==> config.mk <==
export PLATFORM = sky130hd
export DESIGN_NAME = serial_command_frame_handler_core
export DESIGN_NICKNAME = d
export VERILOG_FILES = /design/src/sv/scfh_pkg.sv /design/src/sv/scfh_frame_parser.sv /design/src/sv/scfh_cmd_fifo.sv /design/src/sv/scfh_answer_gen.sv /design/src/sv/serial_command_frame_handler_core.sv
export SDC_FILE = /design/constraint.sdc
export NUM_CORES = 1
export LEC_CHECK = 0
export BUFFER_PORTS_ARGS = -buffer_cell sky130_fd_sc_hd__buf_2
export CORE_MARGIN = 5
export CORE_UTILIZATION = 28
export DETAILED_ROUTE_END_ITERATION = 12
export GPL_TIMING_DRIVEN = 0
export SLEW_MARGIN = 40
export SYNTH_ARGS = -nofsm -noshare
export SYNTH_HDL_FRONTEND = slang
export SYNTH_SLANG_ARGS = --single-unit
==> constraint.sdc <==
create_clock -name clk -period 6.9 [get_ports clk]
set_input_delay 0.345 -clock clk [delete_from_list [all_inputs] [get_ports clk]]
set_output_delay 0.345 -clock clk [all_outputs]
set_load 0.005 [all_outputs]
==> src/sv/scfh_pkg.sv <==
// Shared types, constants and helper functions for the serial command frame handler.
// No dependencies; every other file of the block imports this package.
`timescale 1ns / 1ps
`default_nettype none

package scfh_pkg;

    // Frame geometry.
    localparam int FRAME_BYTES    = 14;
    localparam int IDX_W          = $clog2(FRAME_BYTES);
    localparam int CMD_FIFO_DEPTH = 2;

    // Framing and answer constants.
    localparam logic [7:0] SYNC_FIRST     = 8'h55;
    localparam logic [7:0] SYNC_SECOND    = 8'hAA;
    localparam logic [7:0] LEN_CODE       = 8'h0A;
    localparam logic [7:0] ANSWER_CODE    = 8'h90;
    localparam logic [7:0] BROADCAST_ADDR = 8'h00;

    // Function codes.
    localparam logic [7:0] FUNC_MOVE       = 8'h01;
    localparam logic [7:0] FUNC_LAST_BASIC = 8'h04;
    localparam logic [7:0] FUNC_SPEED      = 8'h04;
    localparam logic [7:0] FUNC_STOP       = 8'h53;

    // Byte positions inside request and answer frames.
    localparam int POS_SYNC_FIRST  = 0;
    localparam int POS_SYNC_SECOND = 1;
    localparam int POS_LEN         = 2;
    localparam int POS_FUNC        = 3;
    localparam int POS_V1_LO       = 4;
    localparam int POS_V1_HI       = 5;
    localparam int POS_V2_LO       = 6;
    localparam int POS_V2_HI       = 7;
    localparam int POS_MASK        = 8;
    localparam int POS_ADDR        = 10;
    localparam int POS_SUM_FIRST   = 2;
    localparam int POS_SUM_LAST    = 12;
    localparam int POS_ANS_CODE    = 3;
    localparam int POS_ANS_FUNC    = 4;
    localparam int POS_CHECK       = FRAME_BYTES - 1;

    // Receive phase of the frame parser.
    typedef enum logic [1:0] {
        PH_HUNT,
        PH_GOT55,
        PH_COLLECT
    } phase_t;

    // Configuration register indexes.
    typedef enum logic [2:0] {
        REG_SLAVE_ADDRESS,
        REG_AXIS1_LOWER,
        REG_AXIS1_UPPER,
        REG_AXIS2_LOWER,
        REG_AXIS2_UPPER
    } cfg_reg_t;

    // Configuration values as seen by the datapath.
    typedef struct packed {
        logic        [7:0]  slave_address;
        logic        [15:0] axis1_lower;
        logic        [15:0] axis1_upper;
        logic signed [15:0] axis2_lower;
        logic signed [15:0] axis2_upper;
    } cfg_t;

    // Decoded command outcome, carried with every answer byte.
    typedef struct packed {
        logic        [6:0]  command_code;
        logic        [1:0]  move_mask;
        logic        [15:0] axis1_target;
        logic signed [15:0] axis2_target;
        logic        [1:0]  speed_mask;
        logic        [15:0] speed_one;
        logic        [15:0] speed_two;
        logic        [1:0]  stop_mask;
    } cmd_t;

    // Queue status seen by both sides.
    typedef struct packed {
        logic full;
        logic empty;
    } fifo_status_t;

    // Answer frame byte at a given position.
    function automatic logic [7:0] answer_byte(
        input logic [IDX_W-1:0] pos,
        input logic [6:0]       func,
        input logic [7:0]       slave
    );
        logic [7:0] sum;
        logic [7:0] res;
        sum = LEN_CODE + ANSWER_CODE + {1'b0, func} + slave;
        unique case (pos)
            IDX_W'(POS_SYNC_FIRST):  res = SYNC_FIRST;
            IDX_W'(POS_SYNC_SECOND): res = SYNC_SECOND;
            IDX_W'(POS_LEN):         res = LEN_CODE;
            IDX_W'(POS_ANS_CODE):    res = ANSWER_CODE;
            IDX_W'(POS_ANS_FUNC):    res = {1'b0, func};
            IDX_W'(POS_ADDR):        res = slave;
            IDX_W'(POS_CHECK):       res = sum;
            default:                 res = 8'h00;
        endcase
        return res;
    endfunction

endpackage

`default_nettype wire

==> src/sv/scfh_frame_parser.sv <==
// Front end: sync hunt, request collection, frame checks and command decode.
// Depends on scfh_pkg; pushes decoded commands into scfh_cmd_fifo.
`timescale 1ns / 1ps
`default_nettype none

module scfh_frame_parser
    import scfh_pkg::*;
(
    input  wire logic         clk,
    input  wire logic         rst_n,
    input  wire logic [7:0]   rx_byte,
    input  wire logic         in_valid,
    output logic              in_ready,
    input  wire cfg_t         cfg,
    input  wire fifo_status_t fifo_status,
    output logic              push,
    output cmd_t              cmd
);

    phase_t           phase_reg, phase_next;
    logic [IDX_W-1:0] idx_reg, idx_next;
    logic [7:0]       sum_reg, sum_next;

    // Stored request fields.
    logic [7:0]  len_reg;
    logic [7:0]  func_reg;
    logic [15:0] v1_reg;
    logic [15:0] v2_reg;
    logic [1:0]  mask_reg;
    logic [7:0]  addr_reg;

    logic accept;
    logic at_last;
    logic frame_ok;

    assign accept  = in_valid && in_ready;
    assign at_last = (idx_reg == IDX_W'(POS_CHECK));

    // Frame checks on the final byte.
    always_comb
    begin
        frame_ok = (sum_reg == rx_byte)
                && (len_reg == LEN_CODE)
                && ((addr_reg == cfg.slave_address) || (addr_reg == BROADCAST_ADDR))
                && ((func_reg <= FUNC_LAST_BASIC) || (func_reg == FUNC_STOP));
    end

    // Next-state logic of the receive phase.
    always_comb
    begin
        phase_next = phase_reg;
        idx_next   = idx_reg;
        sum_next   = sum_reg;
        unique case (phase_reg)
            PH_HUNT:
            begin
                if (accept && (rx_byte == SYNC_FIRST))
                begin
                    phase_next = PH_GOT55;
                end
            end
            PH_GOT55:
            begin
                if (accept)
                begin
                    if (rx_byte == SYNC_SECOND)
                    begin
                        phase_next = PH_COLLECT;
                        idx_next   = IDX_W'(POS_LEN);
                        sum_next   = 8'h00;
                    end
                    else
                    begin
                        phase_next = PH_HUNT;
                    end
                end
            end
            PH_COLLECT:
            begin
                if (accept)
                begin
                    if ((idx_reg >= IDX_W'(POS_SUM_FIRST)) && (idx_reg <= IDX_W'(POS_SUM_LAST)))
                    begin
                        sum_next = sum_reg + rx_byte;
                    end
                    if (at_last)
                    begin
                        phase_next = PH_HUNT;
                        idx_next   = '0;
                    end
                    else
                    begin
                        idx_next = idx_reg + 1'b1;
                    end
                end
            end
            default:
            begin
                phase_next = PH_HUNT;
                idx_next   = '0;
            end
        endcase
    end

    // Outputs of the receive phase: hold off the final byte while the queue is full.
    always_comb
    begin
        in_ready = 1'b1;
        push     = 1'b0;
        unique case (phase_reg)
            PH_HUNT, PH_GOT55:
            begin
                in_ready = 1'b1;
            end
            PH_COLLECT:
            begin
                in_ready = !(at_last && fifo_status.full);
                push     = in_valid && in_ready && at_last && frame_ok;
            end
            default:
            begin
                in_ready = 1'b1;
            end
        endcase
    end

    // Control registers.
    always_ff @(posedge clk or negedge rst_n)
    begin
        if (!rst_n)
        begin
            phase_reg <= PH_HUNT;
            idx_reg   <= '0;
            sum_reg   <= 8'h00;
        end
        else
        begin
            phase_reg <= phase_next;
            idx_reg   <= idx_next;
            sum_reg   <= sum_next;
        end
    end

    // Request field capture; each field has its own byte position.
    always_ff @(posedge clk)
    begin
        if (accept && (phase_reg == PH_COLLECT))
        begin
            if (idx_reg == IDX_W'(POS_LEN))   len_reg       <= rx_byte;
            if (idx_reg == IDX_W'(POS_FUNC))  func_reg      <= rx_byte;
            if (idx_reg == IDX_W'(POS_V1_LO)) v1_reg[7:0]   <= rx_byte;
            if (idx_reg == IDX_W'(POS_V1_HI)) v1_reg[15:8]  <= rx_byte;
            if (idx_reg == IDX_W'(POS_V2_LO)) v2_reg[7:0]   <= rx_byte;
            if (idx_reg == IDX_W'(POS_V2_HI)) v2_reg[15:8]  <= rx_byte;
            if (idx_reg == IDX_W'(POS_MASK))  mask_reg      <= rx_byte[1:0];
            if (idx_reg == IDX_W'(POS_ADDR))  addr_reg      <= rx_byte;
        end
    end

    // Command decode with limit clamping of move targets, lower limit first, upper limit last.
    always_comb
    begin
        logic        [15:0] t1;
        logic signed [15:0] t2;
        t1  = v1_reg;
        t2  = $signed(v2_reg);
        cmd = '0;
        if (t1 < cfg.axis1_lower)
        begin
            t1 = cfg.axis1_lower;
        end
        if (t1 > cfg.axis1_upper)
        begin
            t1 = cfg.axis1_upper;
        end
        if (t2 < cfg.axis2_lower)
        begin
            t2 = cfg.axis2_lower;
        end
        if (t2 > cfg.axis2_upper)
        begin
            t2 = cfg.axis2_upper;
        end
        cmd.command_code = func_reg[6:0];
        if (func_reg == FUNC_MOVE)
        begin
            cmd.move_mask    = mask_reg;
            cmd.axis1_target = mask_reg[0] ? t1 : 16'h0000;
            cmd.axis2_target = mask_reg[1] ? t2 : 16'sh0000;
        end
        else if (func_reg == FUNC_SPEED)
        begin
            cmd.speed_mask = mask_reg;
            cmd.speed_one  = mask_reg[0] ? v1_reg : 16'h0000;
            cmd.speed_two  = mask_reg[1] ? v2_reg : 16'h0000;
        end
        else if (func_reg == FUNC_STOP)
        begin
            cmd.stop_mask = mask_reg;
        end
    end

endmodule

`default_nettype wire

==> src/sv/scfh_cmd_fifo.sv <==
// Short command queue between the frame parser and the answer generator.
// Depends on scfh_pkg for the command record and status types.
`timescale 1ns / 1ps
`default_nettype none

module scfh_cmd_fifo
    import scfh_pkg::*;
#(
    parameter int DEPTH = CMD_FIFO_DEPTH
)
(
    input  wire logic   clk,
    input  wire logic   rst_n,
    input  wire logic   push,
    input  wire cmd_t   push_cmd,
    input  wire logic   pop,
    output cmd_t        head,
    output fifo_status_t status
);

    localparam int AW = $clog2(DEPTH);
    localparam int CW = $clog2(DEPTH + 1);

    cmd_t          entries [DEPTH];
    logic [AW-1:0] wr_ptr_reg, wr_ptr_next;
    logic [AW-1:0] rd_ptr_reg, rd_ptr_next;
    logic [CW-1:0] count_reg, count_next;
    logic          do_push;
    logic          do_pop;

    assign status.full  = (count_reg == CW'(DEPTH));
    assign status.empty = (count_reg == '0);
    assign do_push      = push && !status.full;
    assign do_pop       = pop && !status.empty;
    assign head         = entries[rd_ptr_reg];

    // Pointer and occupancy update with wrap at the queue depth.
    always_comb
    begin
        wr_ptr_next = wr_ptr_reg;
        rd_ptr_next = rd_ptr_reg;
        count_next  = count_reg;
        if (do_push)
        begin
            wr_ptr_next = (wr_ptr_reg == AW'(DEPTH - 1)) ? '0 : wr_ptr_reg + 1'b1;
        end
        if (do_pop)
        begin
            rd_ptr_next = (rd_ptr_reg == AW'(DEPTH - 1)) ? '0 : rd_ptr_reg + 1'b1;
        end
        if (do_push && !do_pop)
        begin
            count_next = count_reg + 1'b1;
        end
        else if (do_pop && !do_push)
        begin
            count_next = count_reg - 1'b1;
        end
    end

    always_ff @(posedge clk or negedge rst_n)
    begin
        if (!rst_n)
        begin
            wr_ptr_reg <= '0;
            rd_ptr_reg <= '0;
            count_reg  <= '0;
        end
        else
        begin
            wr_ptr_reg <= wr_ptr_next;
            rd_ptr_reg <= rd_ptr_next;
            count_reg  <= count_next;
        end
    end

    // Entry storage.
    always_ff @(posedge clk)
    begin
        if (do_push)
        begin
            entries[wr_ptr_reg] <= push_cmd;
        end
    end

endmodule

`default_nettype wire

==> src/sv/scfh_answer_gen.sv <==
// Back end: plays out the fourteen answer bytes of the command at the queue head.
// Depends on scfh_pkg; reads from scfh_cmd_fifo and drives the output register.
`timescale 1ns / 1ps
`default_nettype none

module scfh_answer_gen
    import scfh_pkg::*;
(
    input  wire logic         clk,
    input  wire logic         rst_n,
    input  wire cmd_t         head,
    input  wire fifo_status_t fifo_status,
    output logic              pop,
    input  wire logic [7:0]   slave_address,
    output logic              out_valid,
    input  wire logic         out_ready,
    output logic [7:0]        tx_byte,
    output logic              last_byte,
    output cmd_t              cmd_out
);

    logic [IDX_W-1:0] pos_reg, pos_next;
    logic             valid_reg, valid_next;
    logic [7:0]       byte_reg;
    logic             last_reg;
    cmd_t             cmd_reg;
    logic             load;
    logic             at_last;

    // The output slot takes a new byte when empty or when its transfer completes, if the queue is not empty.
    assign load    = (!valid_reg || out_ready) && !fifo_status.empty;
    assign at_last = (pos_reg == IDX_W'(POS_CHECK));
    assign pop     = load && at_last;

    always_comb
    begin
        pos_next   = pos_reg;
        valid_next = valid_reg;
        if (load)
        begin
            valid_next = 1'b1;
            pos_next   = at_last ? '0 : pos_reg + 1'b1;
        end
        else if (out_ready)
        begin
            valid_next = 1'b0;
        end
    end

    always_ff @(posedge clk or negedge rst_n)
    begin
        if (!rst_n)
        begin
            pos_reg   <= '0;
            valid_reg <= 1'b0;
        end
        else
        begin
            pos_reg   <= pos_next;
            valid_reg <= valid_next;
        end
    end

    // Output payload register.
    always_ff @(posedge clk)
    begin
        if (load)
        begin
            byte_reg <= answer_byte(pos_reg, head.command_code, slave_address);
            last_reg <= at_last;
            cmd_reg  <= head;
        end
    end

    assign out_valid = valid_reg;
    assign tx_byte   = byte_reg;
    assign last_byte = last_reg;
    assign cmd_out   = cmd_reg;

endmodule

`default_nettype wire

==> src/sv/serial_command_frame_handler_core.sv <==
// Serial command frame handler, top level.
// Takes one received byte per cycle; the final request byte waits only while two answers are queued.
// The first answer byte is registered after the command has been written into the queue,
// then the fourteen answer bytes, counted by pos_reg, leave one per cycle while out_ready is high.
// Reset clears the parser, queue and output stage and loads the register reset values.
// Depends on scfh_pkg, scfh_frame_parser, scfh_cmd_fifo and scfh_answer_gen.
`timescale 1ns / 1ps
`default_nettype none

module serial_command_frame_handler_core
    import scfh_pkg::*;
#(
    parameter int FIFO_DEPTH = CMD_FIFO_DEPTH
)
(
    input  wire logic         clk,
    input  wire logic         rst_n,
    input  wire logic [2:0]   cfg_index,
    input  wire logic [15:0]  cfg_data,
    input  wire logic         cfg_valid,
    output logic              cfg_ready,
    input  wire logic [7:0]   rx_byte,
    input  wire logic         in_valid,
    output logic              in_ready,
    output logic [7:0]        tx_byte,
    output logic              last_byte,
    output logic [6:0]        command_code,
    output logic [1:0]        move_mask,
    output logic [15:0]       axis1_target,
    output logic signed [15:0] axis2_target,
    output logic [1:0]        speed_mask,
    output logic [15:0]       speed_one,
    output logic [15:0]       speed_two,
    output logic [1:0]        stop_mask,
    output logic              out_valid,
    input  wire logic         out_ready
);

    cfg_t         cfg_reg;
    fifo_status_t fifo_status;
    cmd_t         parsed_cmd;
    cmd_t         head_cmd;
    cmd_t         cmd_out;
    logic         push;
    logic         pop;

    assign cfg_ready = 1'b1;

    // Configuration registers; unknown indexes are ignored.
    always_ff @(posedge clk or negedge rst_n)
    begin
        if (!rst_n)
        begin
            cfg_reg.slave_address <= 8'h01;
            cfg_reg.axis1_lower   <= 16'h0000;
            cfg_reg.axis1_upper   <= 16'hFFFF;
            cfg_reg.axis2_lower   <= 16'sh8000;
            cfg_reg.axis2_upper   <= 16'sh7FFF;
        end
        else if (cfg_valid && cfg_ready)
        begin
            case (cfg_index)
                REG_SLAVE_ADDRESS: cfg_reg.slave_address <= cfg_data[7:0];
                REG_AXIS1_LOWER:   cfg_reg.axis1_lower   <= cfg_data;
                REG_AXIS1_UPPER:   cfg_reg.axis1_upper   <= cfg_data;
                REG_AXIS2_LOWER:   cfg_reg.axis2_lower   <= $signed(cfg_data);
                REG_AXIS2_UPPER:   cfg_reg.axis2_upper   <= $signed(cfg_data);
                default:           ;
            endcase
        end
    end

    scfh_frame_parser u_parser (
        .clk         (clk),
        .rst_n       (rst_n),
        .rx_byte     (rx_byte),
        .in_valid    (in_valid),
        .in_ready    (in_ready),
        .cfg         (cfg_reg),
        .fifo_status (fifo_status),
        .push        (push),
        .cmd         (parsed_cmd)
    );

    scfh_cmd_fifo #(
        .DEPTH (FIFO_DEPTH)
    ) u_fifo (
        .clk      (clk),
        .rst_n    (rst_n),
        .push     (push),
        .push_cmd (parsed_cmd),
        .pop      (pop),
        .head     (head_cmd),
        .status   (fifo_status)
    );

    scfh_answer_gen u_answer (
        .clk           (clk),
        .rst_n         (rst_n),
        .head          (head_cmd),
        .fifo_status   (fifo_status),
        .pop           (pop),
        .slave_address (cfg_reg.slave_address),
        .out_valid     (out_valid),
        .out_ready     (out_ready),
        .tx_byte       (tx_byte),
        .last_byte     (last_byte),
        .cmd_out       (cmd_out)
    );

    // Command outcome fields on their own ports.
    assign command_code = cmd_out.command_code;
    assign move_mask    = cmd_out.move_mask;
    assign axis1_target = cmd_out.axis1_target;
    assign axis2_target = cmd_out.axis2_target;
    assign speed_mask   = cmd_out.speed_mask;
    assign speed_one    = cmd_out.speed_one;
    assign speed_two    = cmd_out.speed_two;
    assign stop_mask    = cmd_out.stop_mask;

endmodule

`default_nettype wire

==> results of run 1 <==
worst max-delay path, stage by stage (launching register included):
cell	delay (ps)
dfstp_2	540
inv_1	50
ha_1	330
nand4_1	120
nor3_1	220
inv_1	90
o21ai_1	410
buf_2	310
a221o_1	290
ha_1	280
a21oi_1	160
nor2b_1	60
or4b_4	500
o31ai_1	270
nor2_1	180
buf_6	180
o21a_1	230
worst min-delay path by stage:
stage | to | slack, ps | depth (start not counted) | from
after floorplan | cfg_reg[15] | 50 | 0 | rst_n
final | cfg_reg[11] | 60 | 3 | cfg_data[11]
after global routing | cfg_reg[11] | 50 | 3 | cfg_data[11]
after detailed placement | u_answer.pos_reg[3] | 210 | 1 | rst_n
after CTS | cfg_reg[11] | 30 | 3 | cfg_data[11]
after global placement | u_fifo.entries[0][73] | 460 | 0 | u_parser.func_reg[3]
final cells by class:
cell class                 instances  area (µm²)  area share
antenna                            4        10.0    0.000470
buffer                            53         256      0.0120
clock buffer                      61        1190      0.0561
clock inverter                    19         238      0.0112
inverter                         116         435      0.0204
multi-input combinational        786        5890       0.276
sequential                       393       11400       0.533
tap                              846        1060      0.0497
timing repair buffer             134         868      0.0407
power breakdown:
part / leakage (nW) / internal [mW] / switching, mW
clock network: 0.702 / 1.37 / 0.955
registers: 3.92 / 2.65 / 0.0725
logic: 3.58 / 0.351 / 0.539
cells by family after synthesis:
kind of cell             after synthesis  share of synthesized area
flip-flops                           393                      0.636
AND/OR/NAND/NOR                      288                     0.0816
AO/OA/AOI/OAI                        262                     0.0932
buffers and inverters                169                     0.0387
multiplexers                         120                     0.0744
adder cells (fa/ha/maj)               88                     0.0625
XOR/XNOR                              27                     0.0132
other                                  1                   0.000210
synthesized netlist by cell type (3+ instances only):
cell type | n | area share
a21o_1 | 7 | 0.0029
and3_1 | 4 | 0.0014
mux2i_1 | 18 | 0.010
o211ai_1 | 6 | 0.0025
a221o_1 | 14 | 0.0078
nand2_1 | 115 | 0.024
nor3b_1 | 3 | 0.0013
o211a_1 | 6 | 0.0034
o31ai_1 | 4 | 0.0017
dfrtp_1 | 62 | 0.087
and2_1 | 36 | 0.013
nor4bb_1 | 3 | 0.0017
inv_1 | 116 | 0.024
ha_1 | 86 | 0.060
clkbuf_1 | 30 | 0.0063
buf_6 | 3 | 0.0019
o21a_1 | 12 | 0.0050
xor2_1 | 17 | 0.0083
nor2b_1 | 10 | 0.0035
xnor2_1 | 10 | 0.0049
nor3_1 | 15 | 0.0042
o21bai_1 | 4 | 0.0017
o21ai_0 | 77 | 0.022
o22ai_1 | 5 | 0.0018
buf_2 | 15 | 0.0042
mux2_2 | 102 | 0.064
a31oi_1 | 12 | 0.0042
edfxtp_1 | 298 | 0.50
nor4_1 | 11 | 0.0039
and4_1 | 3 | 0.0015
a22oi_1 | 3 | 0.0013
nand3_1 | 26 | 0.0073
nor2_1 | 26 | 0.0055
a21oi_1 | 71 | 0.020
dfstp_2 | 33 | 0.049
nand2b_1 | 9 | 0.0032
nand4_1 | 11 | 0.0039
a211oi_1 | 20 | 0.0084
buf_4 | 4 | 0.0017
metrics by stage:
| step | hold slack [ps] | instances | area, µm² |
|---|---|---|---|
| finish | 61.6 | 2412 | 21300 |
| global route | 50.1 | 2408 | 21300 |
| CTS | 26.5 | 2408 | 21300 |
| detailed placement | 211 | 2326 | 19800 |
| global placement | 462 | 2313 | 19500 |
| floorplan | 49.4 | 1348 | 17900 |
cell usage in the layout, fill, tap and decap left out, types with 9 or more instances in the layout:
cell,count
nand2_1,115
a21oi_1,70
clkbuf_1,43
and2_1,35
buf_8,9
a221o_1,14
edfxtp_1,298
a211oi_1,20
dfstp_2,33
inv_1,116
mux2_2,102
buf_2,133
xnor2_1,10
xor2_1,17
o21ai_0,77
a31oi_1,12
nand2b_1,9
nand4_1,11
nor2_1,24
mux2i_1,18
nand3_1,26
nor2b_1,10
nor4_1,9
ha_1,86
nor3_1,14
dfrtp_1,62
o21a_1,12
clkbuf_16,44
metal layers:
layer  global-route usage  up-vias
met5                    0        -
met4               0.0348        4
met3               0.0303       76
met2                0.204      336
met1                0.172     5657
li1                     -     5331
what timing repair did:
| action | in CTS | in global routing |
|---|---|---|
| endpoints found under the hold margin | 63 | 0 |
| setup endpoints to repair | 0 | 0 |
| hold buffers | 2 | 0 |
| resized for setup | 0 | 0 |
==> results_dict.tcl, run 1 <==
set metrics [dict create \
    n_fill_cell 6227 \
    clk_latency_ps 570 \
    m1WireLength_mm 20.0 \
    cp-end-kind "flip-flop" \
    worst_pin_slew_ps 771 \
    slew_headroom 0.486 \
    synth_fp_nets 1468 \
    pre_cts_ws_ps 2460 \
    outcome "completed" \
    die_w_um 263 \
    finalSetupViolations 0 \
    async_flop_share 0.242 \
    r2r-start "cfg_reg[31]" \
    path_clk_slew_ps 60 \
    post_drt_wl_per_cell_um 18.8 \
    fin_ws_ps 2380 \
    crit_path_end "u_fifo.entries[1][38]" \
    synthFlopType "edfxtp_1" \
    drc 0 \
    dpl.hpwl_mm 32.9 \
    period_minus_slack_ps 4520 \
    die-area_mm2 0.0690 \
    cts_tree "done" \
    wirelength_mm 45.3 \
    synth_seq_cells 393 \
    ys_seq_area_frac 0.636 \
    final_core_util 0.338 \
    syn_to_final_growth_pct 19.3 \
    vias_per_cell 4.73 \
    grt_pass1_vias 11361 \
    start_util 0.283 \
    syn_area_per_cell_um2 13.3 \
    ant_nets 0 \
    slew_viol_final 0 \
    rows 92 \
    fin_skew_ps 26.7 \
    clock_path_buffers 3 \
    cap_viol_max_count 0 \
    cts_made_buffers 43 \
    firstDrtPassIters 5 \
    wl_met3_mm 3.05 \
    synth_edf_count 298 \
    largest_reg_flops 154 \
    rsz0062_at_grt "false" \
    synth.distinct_cells 69 \
    layout.nets 1647 \
    wl_met2_mm 21.1 \
    cp.arrival_ps 4810 \
    reg2reg_slack_ps 2380 \
    crit_start "cfg_reg[31]" \
    grt_use_total 0.127 \
    grt_first_pass_wirelength_mm 68.7 \
    die_h_um 263 \
    clock_sinks 393 \
    p_leak_nw 8.21 \
    worstPathRequired_ps 7190 \
    ir_worst_vdd_uv 176 \
    crit_path_max_fanout 10 \
    grt_max_degree 73 \
    top_layer_used "met5" \
    postCtsSetupRepairBufs 0 \
    start_kind "flip-flop" \
    fin_crit_sh 0.654 \
    portBuffers 119 \
    drt_iter0_drc 924 \
    fmax_mhz 221 \
    grt-ovfl-total 0 \
    yosysWarnings 0 \
    finalPower_mw 5.94 \
    path_class "reg -> reg" \
    drive_gt1_frac 0.239 \
    hp-class "in -> reg" \
    synth_area_mm2 0.0179 \
    place.gp.congestion 0.867 \
    hold_violations 0 \
    design.core.area_mm2 0.0631 \
    rr_endpoint "u_fifo.entries[1][38]" \
    io_pins 121 \
    via_count 11404 \
    ff2ff_path_depth 16 \
    synth_cells 1348 \
    antenna_found_initial 6 \
    cts_htree_levels 2 \
    root_buffer "clkbuf_16" \
    setup_tns_ps 0 \
    power_density_mw_per_mm2 279 \
]
No activity file was read; power rests on OpenSTA's default activity.
==> run 2: changes to the inputs <==
Settings changed: ABC_AREA from default to 1.
Clock period 6.9 ns to 4.34 ns, I/O delays scaled along.
==> run 2 against run 1 <==
Against the previous run: hold slack got worse by 12 ps; largest power group unchanged; combinational power increased to 3.5 times the previous value; sequential share of layout area decreased by 0.92 points; clock skew decreased by 5.7 ps; register-to-register slack got worse by 2000 ps; cell count increased by 18%.
==> results_dict.tcl, run 2 <==
set metrics [dict create \
    die_w_um 265 \
    ir_worst_vdd_uv 247 \
    synth_seq_cells 393 \
    drt_iter0_drc 936 \
    r2r-start "cfg_reg[31]" \
    final_cell_mix "nand2_1 (517), edfxtp_1 (298), inv_1 (224)" \
    synth_top_cell_area_share 0.492 \
    clk_latency_ps 580 \
    start_kind "flip-flop" \
    crit_path_max_fanout 10 \
    root_buffer "clkbuf_16" \
    portBuffers 119 \
    synth_cells 1769 \
    finalPower_mw 12.0 \
    rows 93 \
    dp.cells 2757 \
    power_density_mw_per_mm2 553 \
    fin_crit_sh 0.918 \
    fin_skew_ps 21.0 \
    dpl.hpwl_mm 36.2 \
    cts_made_buffers 46 \
    multi_input_area_mm2 0.00578 \
    clock_sinks 393 \
    antenna_found_initial 6 \
    syn_area_per_cell_um2 10.3 \
    setup_tns_ps 0 \
    die-area_mm2 0.0702 \
    vias_per_cell 4.50 \
    via_count 12805 \
    synthFlopType "edfxtp_1" \
    io_pins 121 \
    hold_violations 0 \
    worstPathRequired_ps 4670 \
    ff2ff_path_depth 26 \
    period_minus_slack_ps 3980 \
    layout.nets 2074 \
    grt_pass1_vias 13058 \
    crit_start "cfg_reg[31]" \
    path_clk_slew_ps 60 \
    largest_reg_flops 154 \
    cts_tree "done" \
    fin_ws_ps 356 \
    path_class "reg -> reg" \
    cp-end-kind "flip-flop" \
    fin_cells 2848 \
    regArea_mm2 0.0114 \
    drc 0 \
    reg2reg_slack_ps 360 \
    crit_path_end "u_fifo.entries[0][45]" \
    cts_htree_levels 2 \
    start_util 0.283 \
    fmax_mhz 251 \
    finalSetupViolations 0 \
    p_leak_nw 9.54 \
    synth_area_mm2 0.0182 \
    rsz0062_at_grt "false" \
    grt_use_total 0.135 \
    synthTopCellsByArea "edfxtp_1 (49%), nand2_1 (11%), dfrtp_1 (8.5%), ha_1 (5.9%), dfstp_2 (4.8%)" \
    cap_viol_max_count 0 \
    clock_path_buffers 3 \
    synth_fp_nets 1889 \
    yosysMostFrequentCell "nand2_1" \
    synth.distinct_cells 53 \
    syn_to_final_growth_pct 19.3 \
    yosys.area.top_type "edfxtp_1" \
    holdWs_ps 49.6 \
    pre_cts_ws_ps 373 \
    drive_gt1_frac 0.151 \
    slew_viol_final 0 \
    ant_nets 0 \
    mostFrequentLayoutCell "nand2_1" \
    firstDrtPassIters 8 \
    synth_edf_count 298 \
    worst_pin_slew_ps 741 \
    yosysWarnings 0 \
    async_flop_share 0.242 \
    synth_common_cells "nand2_1 (518), edfxtp_1 (298), inv_1 (224), nand3_1 (134), o21ai_0 (102)" \
    cp.arrival_ps 4310 \
    rr_endpoint "u_fifo.entries[0][45]" \
    ys_seq_area_frac 0.625 \
    design.core.area_mm2 0.0643 \
    grt_max_degree 73 \
    die_h_um 265 \
    slew_headroom 0.504 \
    outcome "completed" \
    wirelength_mm 48.0 \
    postCtsSetupRepairBufs 0 \
    n_fill_cell 6486 \
    post_drt_wl_per_cell_um 16.9 \
    hp-class "in -> reg" \
    grt-ovfl-total 0 \
    grt_first_pass_wirelength_mm 73.8 \
    place.gp.congestion 0.874 \
]
## run 2: cells by family after synthesis
group	share of synthesized area
xor+xnor	0.00722
other cells	0.000206
fa+ha+maj	0.0614
buf+inv	0.0605
flops	0.625
compound gates	0.0488
simple gates	0.197
## run 2: worst min path at each step
| stage | start | cells after the start | to | slack, ps |
|---|---|---|---|---|
| 6_report | cfg_data[11] | 3 | cfg_reg[27] | 50 |
| 5_1_grt | rx_byte[2] | 1 | u_parser.addr_reg[2] | 20 |
| 4_1_cts | rx_byte[7] | 1 | u_parser.len_reg[7] | 8 |
| 3_5_place_dp | rst_n | 1 | u_parser.sum_reg[5] | 90 |
| 3_3_place_gp | out_ready | 2 | u_answer.out_valid | 420 |
| 2_1_floorplan | rst_n | 0 | cfg_reg[15] | -80 |
## run 2: final cells by class
| type | instances | area share |
|---|---|---|
| clock buffers | 66 | 0.0590 |
| inverters | 228 | 0.0395 |
| repair buffers | 137 | 0.0406 |
| multi-input cells | 1097 | 0.266 |
| diodes | 1 | 0.000115 |
| clock inverters | 20 | 0.00975 |
| well taps | 855 | 0.0493 |
| flip-flops and latches | 393 | 0.524 |
| plain buffers | 51 | 0.0115 |
## run 2: per-layer routing
metal / GRT usage / vias up / share of wire
met5: 0 / - / 0.00081
met4: 0.0401 / 6 / 0.026
met3: 0.0290 / 75 / 0.064
met2: 0.239 / 293 / 0.50
met1: 0.166 / 6143 / 0.41
li1: - / 6288 / -
## run 2: repair_timing
action / in CTS / in global routing
setup endpoints to repair: 0 / 9
resized for setup: 0 / 1
endpoints found under the hold margin: 68 / 0
hold buffers: 4 / 0
## run 2: critical path, cell delays in order, from the launching register on
cell and delay [ps]:
dfstp_2 550, inv_1 50, ha_1 380, nand2_1 80
inv_1 90, nand3_2 90, nor3_2 120, nand2_1 140
nand2_2 130, nand2_2 100, buf_6 160, nand3_1 120
nand2_1 80, ha_1 290, nand2_1 80, inv_1 40
o21ai_1 130, a21oi_1 80, nor2_1 160, nand2_1 70
nand2_1 230, buf_4 230, nand4_1 90, nand2_1 80
inv_1 40, nand2_1 70, inv_1 60
## run 2: metrics by stage
stage,cell area (µm²),utilization
2_1_floorplan,18200,-
3_3_place_gp,19900,0.309
3_5_place_dp,20100,0.313
4_1_cts,21700,0.337
5_1_grt,21700,0.337
6_report,21700,0.337
## run 2: where the power goes
part,switching (mW),total [mW],internal (mW)
Sequential,0.265,5.07,4.80
Clock,1.55,3.79,2.25
Combinational,2.00,3.13,1.13
Total,3.81,12.0,8.18
==> run 3: changes to the inputs <==
Settings changed: CORE_MARGIN 5 to 4, CORE_UTILIZATION 28 to 30, SYNTH_HIERARCHICAL from default to 1.
==> run 3 against run 2 <==
Against the previous run: die area decreased by 6.0%; total power decreased by 21%; utilization increased by 2.6 points; critical path depth decreased by 2; synthesized cell count increased by 5.1%; cell count increased by 0.77%; hold slack got worse by 3.0 ps; worst setup slack got worse by 22 ps; synthesized area increased by 2.1%; cell area increased by 1.8%; largest power group unchanged.
==> results_dict.tcl, run 3 <==
set metrics [dict create \
    synthFlopType "edfxtp_1" \
    async_flop_share 0.242 \
    p_leak_nw 9.78 \
    synth_cells 1859 \
    cpPeakStageDelay_ps 570 \
    period_minus_slack_ps 4010 \
    crit_top_cell "nand2_1" \
    path_class "reg -> reg" \
    cts_tree "done" \
    crit_family "simple AND/OR/NAND/NOR gates" \
    power_density_mw_per_mm2 431 \
    design.core.area_mm2 0.0608 \
    ant_nets 0 \
    fin_crit_sh 0.923 \
    drc 0 \
    hp-class "in -> reg" \
    clock_sinks 393 \
    firstDrtPassIters 5 \
    regArea_mm2 0.0114 \
    postCtsSetupRepairBufs 0 \
    via_count 13234 \
    grt_pass1_vias 13149 \
    cts_made_buffers 43 \
    wirelength_mm 49.1 \
    cts_htree_levels 2 \
    fin_cells 2870 \
    grt_first_pass_wirelength_mm 76.0 \
    slew_viol_final 0 \
    yosys.area.top_type "edfxtp_1" \
    synth_edf_count 298 \
    cap_viol_max_count 0 \
    io_pins 121 \
    syn_area_per_cell_um2 9.99 \
    die-area_mm2 0.0659 \
    final_cell_mix "nand2_1 (610), edfxtp_1 (298), inv_1 (228)" \
    fin_skew_ps 26.0 \
    die_w_um 257 \
    post_drt_wl_per_cell_um 17.1 \
    syn_to_final_growth_pct 19.0 \
    n_fill_cell 6044 \
    setup_tns_ps 0 \
    rsz0062_at_grt "false" \
    grt-ovfl-total 0 \
    clock_path_buffers 3 \
    placed_area_mm2 0.0204 \
    slew_headroom 0.439 \
    hold_violations 0 \
    place.gp.congestion 0.915 \
    dp.cells 2768 \
    drive_gt1_frac 0.156 \
    yosysWarnings 6 \
    finalSetupViolations 0 \
    worstPathCellList "inv_1 -> ha_1 -> nand2_1 -> inv_1 -> nand3_1 -> a21oi_1 -> nor2_1 -> nand3_1 -> buf_2 -> nand3_1 -> nand2_1 -> ha_1 -> nand2_1 -> nor2_1 -> nand2_1 -> nand2_1 -> nand2_1 -> nand3_2 -> buf_2 -> nand4_1 -> nand2_1 -> clkinv_1 -> nand2_1 -> inv_1" \
    cp.arrival_ps 4320 \
    grt_max_degree 58 \
    dpl.hpwl_mm 37.0 \
    synthTopCellsByArea "edfxtp_1 (48%), nand2_1 (12%), dfrtp_1 (8.4%), ha_1 (5.8%), nand3_1 (5.6%)" \
    root_buffer "clkbuf_16" \
    vias_per_cell 4.61 \
    synth_fp_nets 1979 \
    synth.distinct_cells 52 \
    pre_cts_ws_ps 88.1 \
    worstPathRequired_ps 4660 \
    mostFrequentLayoutCell "nand2_1" \
    ir_worst_vdd_uv 241 \
    clk_latency_ps 570 \
    synth_common_cells "nand2_1 (614), edfxtp_1 (298), inv_1 (230), nand3_1 (206), ha_1 (86)" \
    grt_use_total 0.148 \
    crit_path_max_fanout 10 \
    portBuffers 119 \
    die_h_um 257 \
    multi_input_area_mm2 0.00597 \
    outcome "completed" \
    antenna_found_initial 4 \
    cp_slowest_cell "dfstp_2" \
    final_core_util 0.363 \
    path_clk_slew_ps 60 \
    rows 90 \
    worst_pin_slew_ps 838 \
    finalInstanceArea_mm2 0.0221 \
    start_util 0.305 \
    layout.nets 2172 \
    largest_reg_flops 154 \
    cp_num_buf_inv 6 \
    fmax_mhz 250 \
    fin_ws_ps 334 \
    synth_top_cell_area_share 0.482 \
    synth_seq_cells 393 \
    start_kind "flip-flop" \
    ys_seq_area_frac 0.612 \
    drt_iter0_drc 1011 \
    synth_area_mm2 0.0186 \
    yosysMostFrequentCell "nand2_1" \
    cp-end-kind "flip-flop" \
]
==> run 3: cell count changes in the layout (fill, tap and decap cells not counted), sizes merged, moves of 9 or more <==
cell,before,now
nand2,526,619
o21ai,107,21
nand3,142,207
clkbuf,98,66
buf,152,178
dlygate4sd3,4,22
clkinv,13,22
==> run 3: routing by layer <==
layer / vias to the layer above / routed length (µm) / global-route usage
li1: 6545 / - / -
met1: 6234 / 22200 / 0.199
met2: 373 / 22800 / 0.243
met3: 82 / 2730 / 0.0261
met4: 0 / 1400 / 0.0473
met5: - / 0 / 0
==> run 3: where the power goes <==
part	switching (mW)	internal, mW
combinational	0.946	0.533
sequential	0.138	4.19
clock	1.48	2.22
==> run 3: what timing repair did <==
item	in CTS	in global routing
gates resized for setup	0	10
endpoints found under the hold margin	139	0
hold buffers	22	0
endpoints found under the setup margin	0	49
==> run 3: metrics by stage <==
stage	hold slack (ps)	total power, mW
6_report	46.6	9.51
5_1_grt	43.1	10.0
4_1_cts	3.90	9.61
3_5_place_dp	174	5.84
3_3_place_gp	452	5.78
2_1_floorplan	-78.6	5.39
==> run 3: tightest hold or removal path: cells and delay by family <==
kind | cells | cell delay [ps]
buf+inv | 1 | 150
simple gates | 3 | 210
==> run 3: cell families after synthesis <==
| logic type | share of synthesized area |
|---|---|
| adders and majority gates | 0.0601 |
| and+or+nand+nor | 0.227 |
| buffers and inverters | 0.0701 |
| DFF | 0.612 |
| xor gates and xnor gates | 0.00708 |
| other | 0.000202 |
| AOI/OAI and AO/OA | 0.0232 |
==> run 3: layout make-up <==
type / instances / area share
sequential: 393 / 0.515
multi-input combinational: 1162 / 0.270
clock buffer: 58 / 0.0573
timing repair buffer: 149 / 0.0453
tap: 782 / 0.0443
inverter: 244 / 0.0420
buffer: 59 / 0.0174
clock inverter: 18 / 0.00804
antenna: 5 / 0.000566
==> run 3: worst paths after layout <==
check | slack [ps] | end | cells past startpoint | from
hold / removal | 50 | cfg_reg[62] | 4 | cfg_index[1]
hold reg to reg | 460 | cfg_reg[12] | 2 | cfg_reg[12]
max in group asynchronous | 3530 | cfg_reg[45] | 3 | rst_n
min in group asynchronous | 140 | u_parser/phase_reg[0] | 2 | rst_n
setup reg to reg | 330 | u_fifo/entries[1][43] | 24 | cfg_reg[31]
setup / recovery | 330 | u_fifo/entries[1][43] | 24 | cfg_reg[31]
